===== config.mk =====
export PLATFORM = sky130hd
export DESIGN_NAME = servo_bus_packet_engine
export DESIGN_NICKNAME = d
export VERILOG_FILES = /design/src/sbpe_pkg.sv /design/src/sbpe_reply.sv /design/src/servo_bus_packet_engine.sv
export SDC_FILE = /design/constraint.sdc
export NUM_CORES = 1
export LEC_CHECK = 0
export BUFFER_PORTS_ARGS = -buffer_cell sky130_fd_sc_hd__buf_4
export CAP_MARGIN = 30
export CORE_MARGIN = 3
export CORE_UTILIZATION = 42
export CTS_BUF_LIST = sky130_fd_sc_hd__clkbuf_2
export DETAILED_ROUTE_END_ITERATION = 6
export GPL_ROUTABILITY_DRIVEN = 0
export HOLD_SLACK_MARGIN = 0.03
export SYNTH_ARGS = -nofsm -noshare
export SYNTH_HDL_FRONTEND = slang
export SYNTH_SLANG_ARGS = --single-unit

===== constraint.sdc =====
create_clock -name clk -period 5.3 [get_ports clk]
set_input_delay 1.06 -clock clk [delete_from_list [all_inputs] [get_ports clk]]
set_output_delay 1.06 -clock clk [all_outputs]
set_load 0.01 [all_outputs]

===== src/sbpe_pkg.sv =====
package sbpe_pkg;

    localparam int unsigned MAX_ARGS = 3;

    localparam logic [7:0] SYNC_BYTE    = 8'hFF;
    localparam logic [7:0] BROADCAST_ID = 8'hFE;
    localparam logic [7:0] OP_READ_DATA = 8'h02;
    localparam logic [3:0] BASE_LEN     = 4'd6;
    localparam logic [3:0] LEN_CAP      = 4'd15;

    localparam logic MODE_REQUEST = 1'b0;
    localparam logic MODE_RX      = 1'b1;
    localparam logic KIND_TX      = 1'b0;
    localparam logic KIND_REPORT  = 1'b1;

    localparam int unsigned PC_W = 4;
    localparam logic [PC_W-1:0] PC_TX_ENTRY = 4'd0;
    localparam logic [PC_W-1:0] PC_CHECKSUM = 4'd8;
    localparam logic [PC_W-1:0] PC_RX_ENTRY = 4'd9;

    typedef struct packed {
        logic       mode;
        logic [7:0] servo_id;
        logic [7:0] opcode;
        logic [1:0] arg_count;
        logic [7:0] arg_first;
        logic [7:0] arg_second;
        logic [7:0] arg_third;
        logic [7:0] rx_byte;
    } cmd_item_t;

    typedef struct packed {
        logic       kind;
        logic [7:0] tx_byte;
        logic       last;
        logic       header_error;
        logic       checksum_error;
        logic [7:0] servo_error;
        logic [1:0] data_count;
        logic [7:0] data_low;
        logic [7:0] data_high;
    } rsp_item_t;

    typedef enum logic [3:0] {
        SEL_NONE,
        SEL_SYNC,
        SEL_ID,
        SEL_LEN,
        SEL_OP,
        SEL_ARG0,
        SEL_ARG1,
        SEL_ARG2,
        SEL_SUM
    } byte_sel_t;

    typedef struct packed {
        byte_sel_t       sel;
        logic            emit;
        logic            accum;
        logic            jump_en;
        logic [1:0]      jump_args;
        logic [PC_W-1:0] jump_to;
        logic            last;
        logic            finish;
        logic            arm;
        logic            rx;
    } ucode_t;

    typedef struct packed {
        logic arm;
        logic rx_step;
    } reply_ctl_t;

    typedef struct packed {
        logic       is_final;
        logic       header_error;
        logic       checksum_error;
        logic [7:0] servo_error;
        logic [1:0] data_count;
        logic [7:0] data_low;
        logic [7:0] data_high;
    } reply_stat_t;

    function automatic ucode_t ucode_rom(input logic [PC_W-1:0] pc);
        ucode_t w;
        w = '{sel: SEL_NONE, emit: 1'b0, accum: 1'b0, jump_en: 1'b0, jump_args: 2'd0,
              jump_to: PC_CHECKSUM, last: 1'b0, finish: 1'b1, arm: 1'b0, rx: 1'b0};
        unique case (pc)
            4'd0:
            begin
                w.sel = SEL_SYNC; w.emit = 1'b1; w.finish = 1'b0;
            end
            4'd1:
            begin
                w.sel = SEL_SYNC; w.emit = 1'b1; w.finish = 1'b0;
            end
            4'd2:
            begin
                w.sel = SEL_ID; w.emit = 1'b1; w.accum = 1'b1; w.finish = 1'b0;
            end
            4'd3:
            begin
                w.sel = SEL_LEN; w.emit = 1'b1; w.accum = 1'b1; w.finish = 1'b0;
            end
            4'd4:
            begin
                w.sel = SEL_OP; w.emit = 1'b1; w.accum = 1'b1; w.finish = 1'b0;
                w.jump_en = 1'b1; w.jump_args = 2'd0;
            end
            4'd5:
            begin
                w.sel = SEL_ARG0; w.emit = 1'b1; w.accum = 1'b1; w.finish = 1'b0;
                w.jump_en = 1'b1; w.jump_args = 2'd1;
            end
            4'd6:
            begin
                w.sel = SEL_ARG1; w.emit = 1'b1; w.accum = 1'b1; w.finish = 1'b0;
                w.jump_en = 1'b1; w.jump_args = 2'd2;
            end
            4'd7:
            begin
                w.sel = SEL_ARG2; w.emit = 1'b1; w.accum = 1'b1; w.finish = 1'b0;
            end
            4'd8:
            begin
                w.sel = SEL_SUM; w.emit = 1'b1; w.last = 1'b1; w.arm = 1'b1;
            end
            4'd9:
            begin
                w.rx = 1'b1;
            end
            default:
            begin
                w.finish = 1'b1;
            end
        endcase
        return w;
    endfunction

endpackage


===== src/sbpe_reply.sv =====
module sbpe_reply
    import sbpe_pkg::*;
(
    input  logic        clk,
    input  logic        rst_n,
    input  reply_ctl_t  ctl,
    input  cmd_item_t   item,
    output reply_stat_t stat
);

    logic       awaiting_reg, awaiting_next;
    logic [3:0] exp_len_reg, exp_len_next;
    logic [7:0] exp_id_reg, exp_id_next;
    logic [3:0] count_reg, count_next;
    logic [7:0] sum_reg, sum_next;
    logic       hdr_bad_reg, hdr_bad_next;
    logic [7:0] err_reg, err_next;
    logic [7:0] data0_reg, data0_next;
    logic [7:0] data1_reg, data1_next;

    logic [3:0] fin;
    logic [3:0] req_len;
    logic       chk_bad;
    logic [1:0] cnt;

    assign fin     = exp_len_reg - 4'd1;
    assign chk_bad = item.rx_byte != ~sum_reg;

    always_comb
    begin
        if (item.opcode != OP_READ_DATA) begin
            req_len = BASE_LEN;
        end else if (item.arg_second > 8'(LEN_CAP - BASE_LEN)) begin
            req_len = LEN_CAP;
        end else begin
            req_len = BASE_LEN + item.arg_second[3:0];
        end
    end

    always_comb
    begin
        cnt = 2'd0;
        if (!chk_bad) begin
            if (exp_len_reg == 4'd7) begin
                cnt = 2'd1;
            end else if (exp_len_reg == 4'd8) begin
                cnt = 2'd2;
            end
        end
    end

    always_comb
    begin
        stat.is_final       = awaiting_reg && (count_reg >= fin);
        stat.header_error   = hdr_bad_reg;
        stat.checksum_error = chk_bad;
        stat.servo_error    = err_reg;
        stat.data_count     = cnt;
        stat.data_low       = (cnt != 2'd0) ? data0_reg : 8'h00;
        stat.data_high      = (cnt == 2'd2) ? data1_reg : 8'h00;
    end

    always_comb
    begin
        awaiting_next = awaiting_reg;
        exp_len_next  = exp_len_reg;
        exp_id_next   = exp_id_reg;
        count_next    = count_reg;
        sum_next      = sum_reg;
        hdr_bad_next  = hdr_bad_reg;
        err_next      = err_reg;
        data0_next    = data0_reg;
        data1_next    = data1_reg;
        if (ctl.arm) begin
            count_next    = 4'd0;
            sum_next      = 8'h00;
            hdr_bad_next  = 1'b0;
            err_next      = 8'h00;
            data0_next    = 8'h00;
            data1_next    = 8'h00;
            awaiting_next = item.servo_id != BROADCAST_ID;
            if (item.servo_id != BROADCAST_ID) begin
                exp_id_next  = item.servo_id;
                exp_len_next = req_len;
            end
        end else if (ctl.rx_step && awaiting_reg) begin
            if (stat.is_final) begin
                awaiting_next = 1'b0;
                count_next    = 4'd0;
                sum_next      = 8'h00;
                hdr_bad_next  = 1'b0;
                err_next      = 8'h00;
                data0_next    = 8'h00;
                data1_next    = 8'h00;
            end else begin
                case (count_reg)
                    4'd0, 4'd1:
                    begin
                        if (item.rx_byte != SYNC_BYTE) hdr_bad_next = 1'b1;
                    end
                    4'd2:
                    begin
                        if (item.rx_byte != exp_id_reg) hdr_bad_next = 1'b1;
                    end
                    4'd3:
                    begin
                        if (item.rx_byte != {4'h0, exp_len_reg - 4'd4}) hdr_bad_next = 1'b1;
                    end
                    4'd4: err_next = item.rx_byte;
                    4'd5: data0_next = item.rx_byte;
                    4'd6: data1_next = item.rx_byte;
                    default: ;
                endcase
                if (count_reg >= 4'd2) begin
                    sum_next = sum_reg + item.rx_byte;
                end
                count_next = count_reg + 4'd1;
            end
        end
    end

    always_ff @(posedge clk or negedge rst_n)
    begin
        if (!rst_n) begin
            awaiting_reg <= 1'b0;
            exp_len_reg  <= 4'd0;
            exp_id_reg   <= 8'h00;
            count_reg    <= 4'd0;
            sum_reg      <= 8'h00;
            hdr_bad_reg  <= 1'b0;
            err_reg      <= 8'h00;
            data0_reg    <= 8'h00;
            data1_reg    <= 8'h00;
        end else begin
            awaiting_reg <= awaiting_next;
            exp_len_reg  <= exp_len_next;
            exp_id_reg   <= exp_id_next;
            count_reg    <= count_next;
            sum_reg      <= sum_next;
            hdr_bad_reg  <= hdr_bad_next;
            err_reg      <= err_next;
            data0_reg    <= data0_next;
            data1_reg    <= data1_next;
        end
    end

endmodule


===== src/servo_bus_packet_engine.sv =====
// Channel   Valid       Stall       Payload
// cmd       cmd_valid   cmd_stall   cmd  (cmd_item_t: request or one reply byte)
// rsp       rsp_valid   rsp_stall   rsp  (rsp_item_t: frame byte or reply report)
//
// A request item runs through the microcode program one step per cycle, waiting while
// the output register is full and stalled, and emits one frame byte per step. A reply
// byte runs the receive step, which reports only on the final byte of an awaited reply.
// Reset clears the sequencer, the output valid flag and the reply state.
module servo_bus_packet_engine
    import sbpe_pkg::*;
(
    input  logic      clk,
    input  logic      rst_n,
    input  logic      cmd_valid,
    output logic      cmd_stall,
    input  cmd_item_t cmd,
    output logic      rsp_valid,
    input  logic      rsp_stall,
    output rsp_item_t rsp
);

    logic            busy_reg, busy_next;
    logic [PC_W-1:0] pc_reg, pc_next;
    logic [7:0]      sum_reg, sum_next;
    cmd_item_t       item_reg, item_next;
    logic            rsp_valid_reg, rsp_valid_next;
    rsp_item_t       rsp_reg, rsp_next;

    ucode_t      uw;
    reply_ctl_t  rctl;
    reply_stat_t rstat;
    logic        out_ready;
    logic        step;
    logic [1:0]  nargs;
    logic [7:0]  cur_byte;

    sbpe_reply u_reply (
        .clk   (clk),
        .rst_n (rst_n),
        .ctl   (rctl),
        .item  (item_reg),
        .stat  (rstat)
    );

    assign uw        = ucode_rom(pc_reg);
    assign out_ready = !rsp_valid_reg || !rsp_stall;
    assign step      = busy_reg && out_ready;
    assign cmd_stall = busy_reg;
    assign rsp_valid = rsp_valid_reg;
    assign rsp       = rsp_reg;
    assign nargs     = (32'(item_reg.arg_count) > MAX_ARGS) ? 2'(MAX_ARGS)
                                                            : item_reg.arg_count;

    assign rctl.arm     = step && uw.arm;
    assign rctl.rx_step = step && uw.rx;

    always_comb
    begin
        unique case (uw.sel)
            SEL_SYNC: cur_byte = SYNC_BYTE;
            SEL_ID:   cur_byte = item_reg.servo_id;
            SEL_LEN:  cur_byte = 8'd2 + {6'd0, nargs};
            SEL_OP:   cur_byte = item_reg.opcode;
            SEL_ARG0: cur_byte = item_reg.arg_first;
            SEL_ARG1: cur_byte = item_reg.arg_second;
            SEL_ARG2: cur_byte = item_reg.arg_third;
            SEL_SUM:  cur_byte = ~sum_reg;
            default:  cur_byte = 8'h00;
        endcase
    end

    always_comb
    begin
        busy_next      = busy_reg;
        pc_next        = pc_reg;
        sum_next       = sum_reg;
        item_next      = item_reg;
        rsp_valid_next = rsp_valid_reg && rsp_stall;
        rsp_next       = rsp_reg;
        if (!busy_reg) begin
            if (cmd_valid) begin
                item_next = cmd;
                busy_next = 1'b1;
                sum_next  = 8'h00;
                pc_next   = (cmd.mode == MODE_RX) ? PC_RX_ENTRY : PC_TX_ENTRY;
            end
        end else if (step) begin
            if (uw.accum) begin
                sum_next = sum_reg + cur_byte;
            end
            if (uw.emit) begin
                rsp_valid_next = 1'b1;
                rsp_next       = '0;
                rsp_next.kind  = KIND_TX;
                rsp_next.tx_byte = cur_byte;
                rsp_next.last  = uw.last;
            end else if (uw.rx && rstat.is_final) begin
                rsp_valid_next         = 1'b1;
                rsp_next.kind          = KIND_REPORT;
                rsp_next.tx_byte       = 8'h00;
                rsp_next.last          = 1'b1;
                rsp_next.header_error  = rstat.header_error;
                rsp_next.checksum_error = rstat.checksum_error;
                rsp_next.servo_error   = rstat.servo_error;
                rsp_next.data_count    = rstat.data_count;
                rsp_next.data_low      = rstat.data_low;
                rsp_next.data_high     = rstat.data_high;
            end
            if (uw.finish) begin
                busy_next = 1'b0;
            end else if (uw.jump_en && (nargs == uw.jump_args)) begin
                pc_next = uw.jump_to;
            end else begin
                pc_next = pc_reg + 4'd1;
            end
        end
    end

    always_ff @(posedge clk or negedge rst_n)
    begin
        if (!rst_n) begin
            busy_reg      <= 1'b0;
            pc_reg        <= PC_TX_ENTRY;
            rsp_valid_reg <= 1'b0;
        end else begin
            busy_reg      <= busy_next;
            pc_reg        <= pc_next;
            rsp_valid_reg <= rsp_valid_next;
        end
    end

    always_ff @(posedge clk)
    begin
        sum_reg  <= sum_next;
        item_reg <= item_next;
        rsp_reg  <= rsp_next;
    end

endmodule


Word level (Yosys, flattened, before mapping)

Index checks and enable logic that the tools add are counted.
Widths: inputs -> output; s select.

Eq/ne operators: 39
Reductions and logical operators: 38
Muxes and demuxes: 62
Bitwise operators: 3
Add/sub/neg operators: 8
Magnitude comparators: 3

Operator list:

| kind                | count |
|---|---|
| $mux 8              | 22 |
| $pmux 8 s8          | 1 |
| $eq 4x3->1 const B  | 12 |
| $mux 4              | 11 |
| $pmux 5 s8          | 1 |
| $mux 38             | 1 |
| $mux 37             | 1 |
| $eq 4x2->1 const B  | 6 |
| $mux 1              | 20 |
| $add 8x8->8         | 2 |
| $eq 4x4->1 const B  | 4 |
| $ne 8x8->1          | 2 |
| $ne 8x8->1 const B  | 2 |
| $not 8->8           | 2 |
| $reduce_and 2->1    | 7 |
| $eq 4x1->1 const B  | 3 |
| $ne 4x3->1 const B  | 3 |
| $reduce_bool 3->1   | 4 |
| $reduce_bool 2->1   | 5 |
| $pmux 3 s3          | 1 |
| $reduce_and 3->1    | 3 |
| $add 4x1->4 const B | 2 |
| $gt 8x4->1 const B  | 1 |
| $logic_and 1x1->1   | 8 |
| 23 further kinds    | 29 |

Register bits: 152
Input bits: 55
Output and inout port bits: 40

Depth between registers and ports, before layout

Depth in word-level cells: 9
Mapped depth: 17

Hierarchy

A second synthesis with hierarchy kept.

Cells, all modules: 583
Area, all modules: 7458.4 um2

By module, submodules not included:

| module                  | sequential area each (um2) | instances | area an instance (um2) | cells an instance |
|---|---|---|---|---|
| servo_bus_packet_engine | 3062.9                     | 1         | 4460.5                 | 308 |
| sbpe_reply              | 1251.2                     | 1         | 2997.9                 | 275 |

Worst setup path before layout

No wires, ideal clock.

Path kind: register to register
Start: register u_reply.exp_len_reg[0]
End: register rsp_reg, in the netlist rsp[0] (enable)
Path slack: 1354 ps
Stages on the path, launching flop included: 9
Arrival time: 3500 ps
Path buffers: 0
Cell sequence: dfrtp_1 > inv_1 > ha_1 > xnor2_1 > ha_1 > o21ai_0 > o21bai_2 > nand4_1 > a21oi_1

Longest elaborated chain between the ends: 6

Ends and longest elaborated chain:

| element                     | line                           | RTL |
|---|---|---|
| start: declaration          | sbpe_reply.sv:12               | `logic [3:0] exp_len_reg, exp_len_next;` |
| start signal: assignment    | sbpe_reply.sv:136              | `exp_len_reg <= exp_len_next;` |
| $sub 4x1->4                 | sbpe_reply.sv:26               | `assign fin = exp_len_reg - 4'd1;` |
| $ge 4x4->1                  | sbpe_reply.sv:54               | `stat.is_final = awaiting_reg && (count_reg >= fin);` |
| $logic_and 1x1->1           | sbpe_reply.sv:54               |  |
| $logic_and 1x1->1           | servo_bus_packet_engine.sv:97  | `end else if (uw.rx && rstat.is_final) begin` |
| $reduce_bool 2->1 (no line) | --                             |  |
| $reduce_and 3->1 (no line)  | --                             |  |
| end signal: assignment      | servo_bus_packet_engine.sv:136 | `rsp_reg <= rsp_next;` |
| end: declaration            | servo_bus_packet_engine.sv:27  | `rsp_item_t rsp_reg, rsp_next;` |

Every way passes these cells.
A chain may end at the register's enable or synchronous reset.

Worst setup path after layout

Start: register pc_reg[1]
End: register sum_reg[7], data pin

Longest elaborated chain between the ends: 9

Ends and longest elaborated chain:

| element                                       | line                           | RTL |
|---|---|---|
| start: declaration                            | servo_bus_packet_engine.sv:23  | `logic [PC_W-1:0] pc_reg, pc_next;` |
| start signal: assignment                      | servo_bus_packet_engine.sv:127 | `pc_reg <= pc_next;` |
| $eq 4x1->1 or $logic_not 4->1 (tied branches) | sbpe_pkg.sv:88                 | `unique case (pc)` |
| $reduce_or 2->1 (no line)                     | --                             |  |
| $pmux 5 s8 (*)                                | sbpe_pkg.sv:88                 |  |
| $eq 4x4->1 (tied with other cells)            | servo_bus_packet_engine.sv:59  | `unique case (uw.sel)` |
| $pmux 8 s8 (*)                                | servo_bus_packet_engine.sv:59  |  |
| net cur_byte[1]                               | servo_bus_packet_engine.sv:35  | `logic [7:0] cur_byte;` |
| $add 8x8->8 (*)                               | servo_bus_packet_engine.sv:89  | `sum_next = sum_reg + cur_byte;` |
| $mux 8 (*)                                    | servo_bus_packet_engine.sv:88  | `if (uw.accum) begin` |
| $mux 8 (*)                                    | servo_bus_packet_engine.sv:87  | `end else if (step) begin` |
| $mux 8 (*)                                    | servo_bus_packet_engine.sv:80  | `if (!busy_reg) begin` |
| end signal: assignment                        | servo_bus_packet_engine.sv:134 | `sum_reg <= sum_next;` |
| end: declaration                              | servo_bus_packet_engine.sv:24  | `logic [7:0] sum_reg, sum_next;` |

The timed path passes the listed nets; every way through them passes the cells marked *. The select of a mux whose other input is x is not followed.

==> out/summary.md <==
The run finished with clean final reports. The count of cell instances traversed by the critical path works out to 14. Derived from the worst setup path, the maximum achievable clock frequency is 242 MHz. Counting both buffers and inverters, the worst setup path holds a total of 2. Across all register-to-register paths, the minimum setup slack is 1160 ps. Library cell contributing the largest single delay on the critical path: ha_1.

For the total I/O pin count, the log shows 95. For this configuration, the core starts out at a cell density of 43.0%. The signal on the critical path passes through inv_1, ha_1, nor2_1, and4b_1, a221o_1, a2111oi_4, inv_1, ha_1, a21oi_1, o21ai_1, or4_1, a31oi_1, xnor3_1, nor2b_1. Setup violations remaining at the end of the flow were counted as 0. For the residual overflow from global routing, the log shows 0. The detail-routed via count per cell works out to 5.46.

The die covers 18700 µm². For the worst-skew pair, the clock arrives at the later sink with an insertion delay of 750 ps. The completed layout was analyzed and its total power is 4.40 mW. Relative to the synthesized area, the layout overhead comes to 16.0%.

Main flop type after synthesis: edfxtp_1. The initial antenna violation count is 1, and the shortest clock period the worst path allows after layout is 4140 ps. Clock-pin slew was measured on the worst setup and hold paths at 230 ps.

The tree built by TritonCTS fans out to 152 sinks. The longest clock path from root to sink contains 2 buffers. The run gives 4752 as the number of global-route vias before repair.

The final layout contains routed wiring with a total length of 16.1 mm. The flop and latch count out of synthesis is 152, and the fill cell total of the finished layout is 1471. The HPWL reported at the end of detailed placement was 11.8 mm; the horizontal die dimension was 137 µm. Synthesis produced a netlist whose cell count is 557.

The worst hold margin is 331 ps, and the transition time at the pin with the least slew margin is 951 ps. The tools report the kind of end point of the critical path as a register. The floorplan has 47 rows. The post-route netlist has 21.9% of its cells at a drive strength greater than 1. The power per standard cell area is 530 nW/µm², and the worst relative slew slack is 36.2%. Counting flops with a built-in enable in the synthesized netlist gives 96. Averaged over all synthesized cells, the footprint is 12.9 µm².

Across all layers, the routed design uses 4845 vias. For this run, asynchronously set or reset flops after synthesis account for 36.8%. The worst setup path is of the register to register kind. Once the clock tree was built, the setup fixing pass inserted 0 buffers.

The number of hold violations in the final report came out at 0. Startpoint type of the worst setup path: a register. TritonCTS built the clock tree.

In this run the critical register-to-register path is captured at sum_reg[7]$_SDFFCE_PN0P_. The area of the placeable core is 16600 µm², and the total number of nets in the final design is 743. The count of nets left with antenna violations once routing finished came out at 0. Counting the buffers created by CTS gives 17. For the worst vdd rail ir drop, the log shows 0.201 mV.

For the sum of negative setup slack, the log shows 0 ps. The cell family contributing the most delay on the critical path is compound AO/OA/AOI/OAI gates. Number of cells upsized or downsized after cts: 0.

The tree is rooted in a clkbuf_2. Class of the worst hold path: primary input to async pin. In the final layout, the multi-input gates occupy 2710 µm². The first detailed-routing pass ran for 5 iterations. The final setup skew was 24.6 ps.

The tools report the leakage dissipation as 3.47 nW. Measured in cells, the most critical reg-to-reg path has a length of 14. The H-tree generated during clock tree synthesis spans 4 levels.

In this design, the stage delay of the slowest critical-path cell is 560 ps. For the number of DRC markers after the initial detailed-route iteration, the log shows 332. In this run the vertical extent of the chip is 137 µm. The critical path data arrival time was 4740 ps; the post-synth net total was 646. The mapped netlist covers 7160 µm². The number of input and output port buffers inserted was 94.

The register with the most flip-flops in the layout has 48 of them. Across the whole layout, storage elements account for 4280 µm². Setup repair after global routing left no endpoint under its margin. Entering global routing, the biggest net connects 57 pins. The final critical-path share of the clock period is 78.1%, and the quantity of hold-fixing buffers added after cts is 0. Highest net fanout along the worst path: 17. The count of pins over their slew limit was 0. At the worst endpoint, the required time is 5910 ps. The total of max-cap violations is 0. The top cell types in the final layout, fill and taps aside, are 96 x buf_4, 96 x edfxtp_1, 56 x dfrtp_1.

The mean routed wirelength per cell is 18.2 µm. Yosys printed 0 warnings. Sequential elements use 59.8% of the synthesized area. The logs give 25.3 mm for the wire length of the first global-routing pass and 0 for the residual DRC count. The tools report the number of distinct library cells after synthesis as 69. The startpoint identified for the worst register-to-register timing path is pc_reg[1]$_DFFE_PN0P_. The global router's overall resource usage came out at 18.1%.
## worst max path at each step
stage / start / to / slack (ps)
5_1_grt: pc_reg[1]$_DFFE_PN0P_ / sum_reg[7]$_SDFFCE_PN0P_ / 790
3_3_place_gp: pc_reg[1]$_DFFE_PN0P_ / sum_reg[7]$_SDFFCE_PN0P_ / 1460
3_5_place_dp: pc_reg[1]$_DFFE_PN0P_ / sum_reg[7]$_SDFFCE_PN0P_ / 1290
6_report: pc_reg[1]$_DFFE_PN0P_ / sum_reg[7]$_SDFFCE_PN0P_ / 1160
2_1_floorplan: u_reply.exp_len_reg[0]$_DFFE_PN0P_ / rsp[0]$_SDFFCE_PP0P_ / 1350
4_1_cts: pc_reg[1]$_DFFE_PN0P_ / sum_reg[7]$_SDFFCE_PN0P_ / 1200
## cell type report
class,count,area share [%]
Clock buffer,17,1.02
Sequential cell,152,51.6
Tap cell,220,3.31
Antenna cell,1,0.0301
Clock inverter,15,1.69
Timing Repair Buffer,97,8.91
Inverter,19,0.858
Multi-Input combinational cell,367,32.6
## power breakdown
part	total [mW]	internal [mW]	switching, mW
sequential	1.97	1.70	0.272
clock	0.627	0.179	0.448
combinational	1.81	0.786	1.02
## synth_stat cells (2+ instances only)
cell type / count / share of area [%]
a211oi_1: 4 / 0.42
a21boi_2: 2 / 0.31
a21o_1: 12 / 1.3
a21oi_1: 15 / 1.0
a221o_1: 2 / 0.28
a222oi_1: 3 / 0.42
a22o_1: 36 / 4.4
a22oi_1: 6 / 0.63
a31oi_1: 2 / 0.17
and2_1: 27 / 2.4
and3_1: 8 / 0.70
and3b_1: 2 / 0.24
and4b_1: 2 / 0.28
buf_2: 6 / 0.42
buf_4: 3 / 0.31
buf_6: 2 / 0.31
clkbuf_1: 7 / 0.37
dfrtp_1: 56 / 20
edfxtp_1: 96 / 40
fa_1: 2 / 0.56
ha_1: 32 / 5.6
inv_1: 19 / 1.0
mux2i_1: 5 / 0.70
nand2_1: 46 / 2.4
nand2b_1: 6 / 0.52
nand3_1: 8 / 0.56
nand4_1: 9 / 0.79
nand4b_1: 2 / 0.24
nor2_1: 17 / 0.89
nor2_2: 2 / 0.17
nor2b_1: 14 / 1.2
nor3_1: 10 / 0.70
nor3b_1: 3 / 0.31
nor4_1: 6 / 0.52
o2111ai_1: 3 / 0.37
o21a_1: 2 / 0.21
o21ai_0: 19 / 1.3
o21ai_1: 3 / 0.21
o221ai_1: 2 / 0.24
o22a_1: 2 / 0.24
o22ai_1: 4 / 0.35
xnor2_1: 10 / 1.2
xor2_1: 14 / 1.7
## cell families (layout without fill, tap and decap cells)
kind of cell             after synthesis  count (layout)  share of synthesized area, %
XOR/XNOR                              25              25                          3.25
AND/OR/NAND/NOR                      173             173                          13.7
buffers and inverters                 38             148                          2.48
AO/OA/AOI/OAI                        128             128                          13.6
adder cells (fa/ha/maj)               34              34                          6.15
other                                  0               1                             0
multiplexers                           7               7                          1.01
flip-flops                           152             152                          59.8
## per-stage QoR
step | std cells | worst slack, ps | instance area, µm² | utilization (%)
floorplan | 557 | 1350 | 7160 | -
global placement | 854 | 1460 | 8060 | 48.4
detailed placement | 855 | 1290 | 8080 | 48.6
CTS | 887 | 1200 | 8310 | 49.9
global route | 888 | 792 | 8310 | 49.9
finish | 888 | 1160 | 8310 | 49.9
## per-layer routing
metal | vias to the layer above | track usage, % | share of wire [%]
met1 | 2349 | 25.6 | 47
met3 | 18 | 5.26 | 7.2
met2 | 180 | 26.7 | 44
li1 | 2298 | - | -
met4 | 0 | 6.16 | 1.2
met5 | - | 0 | 0
Power figures use the tool's default switching activity.
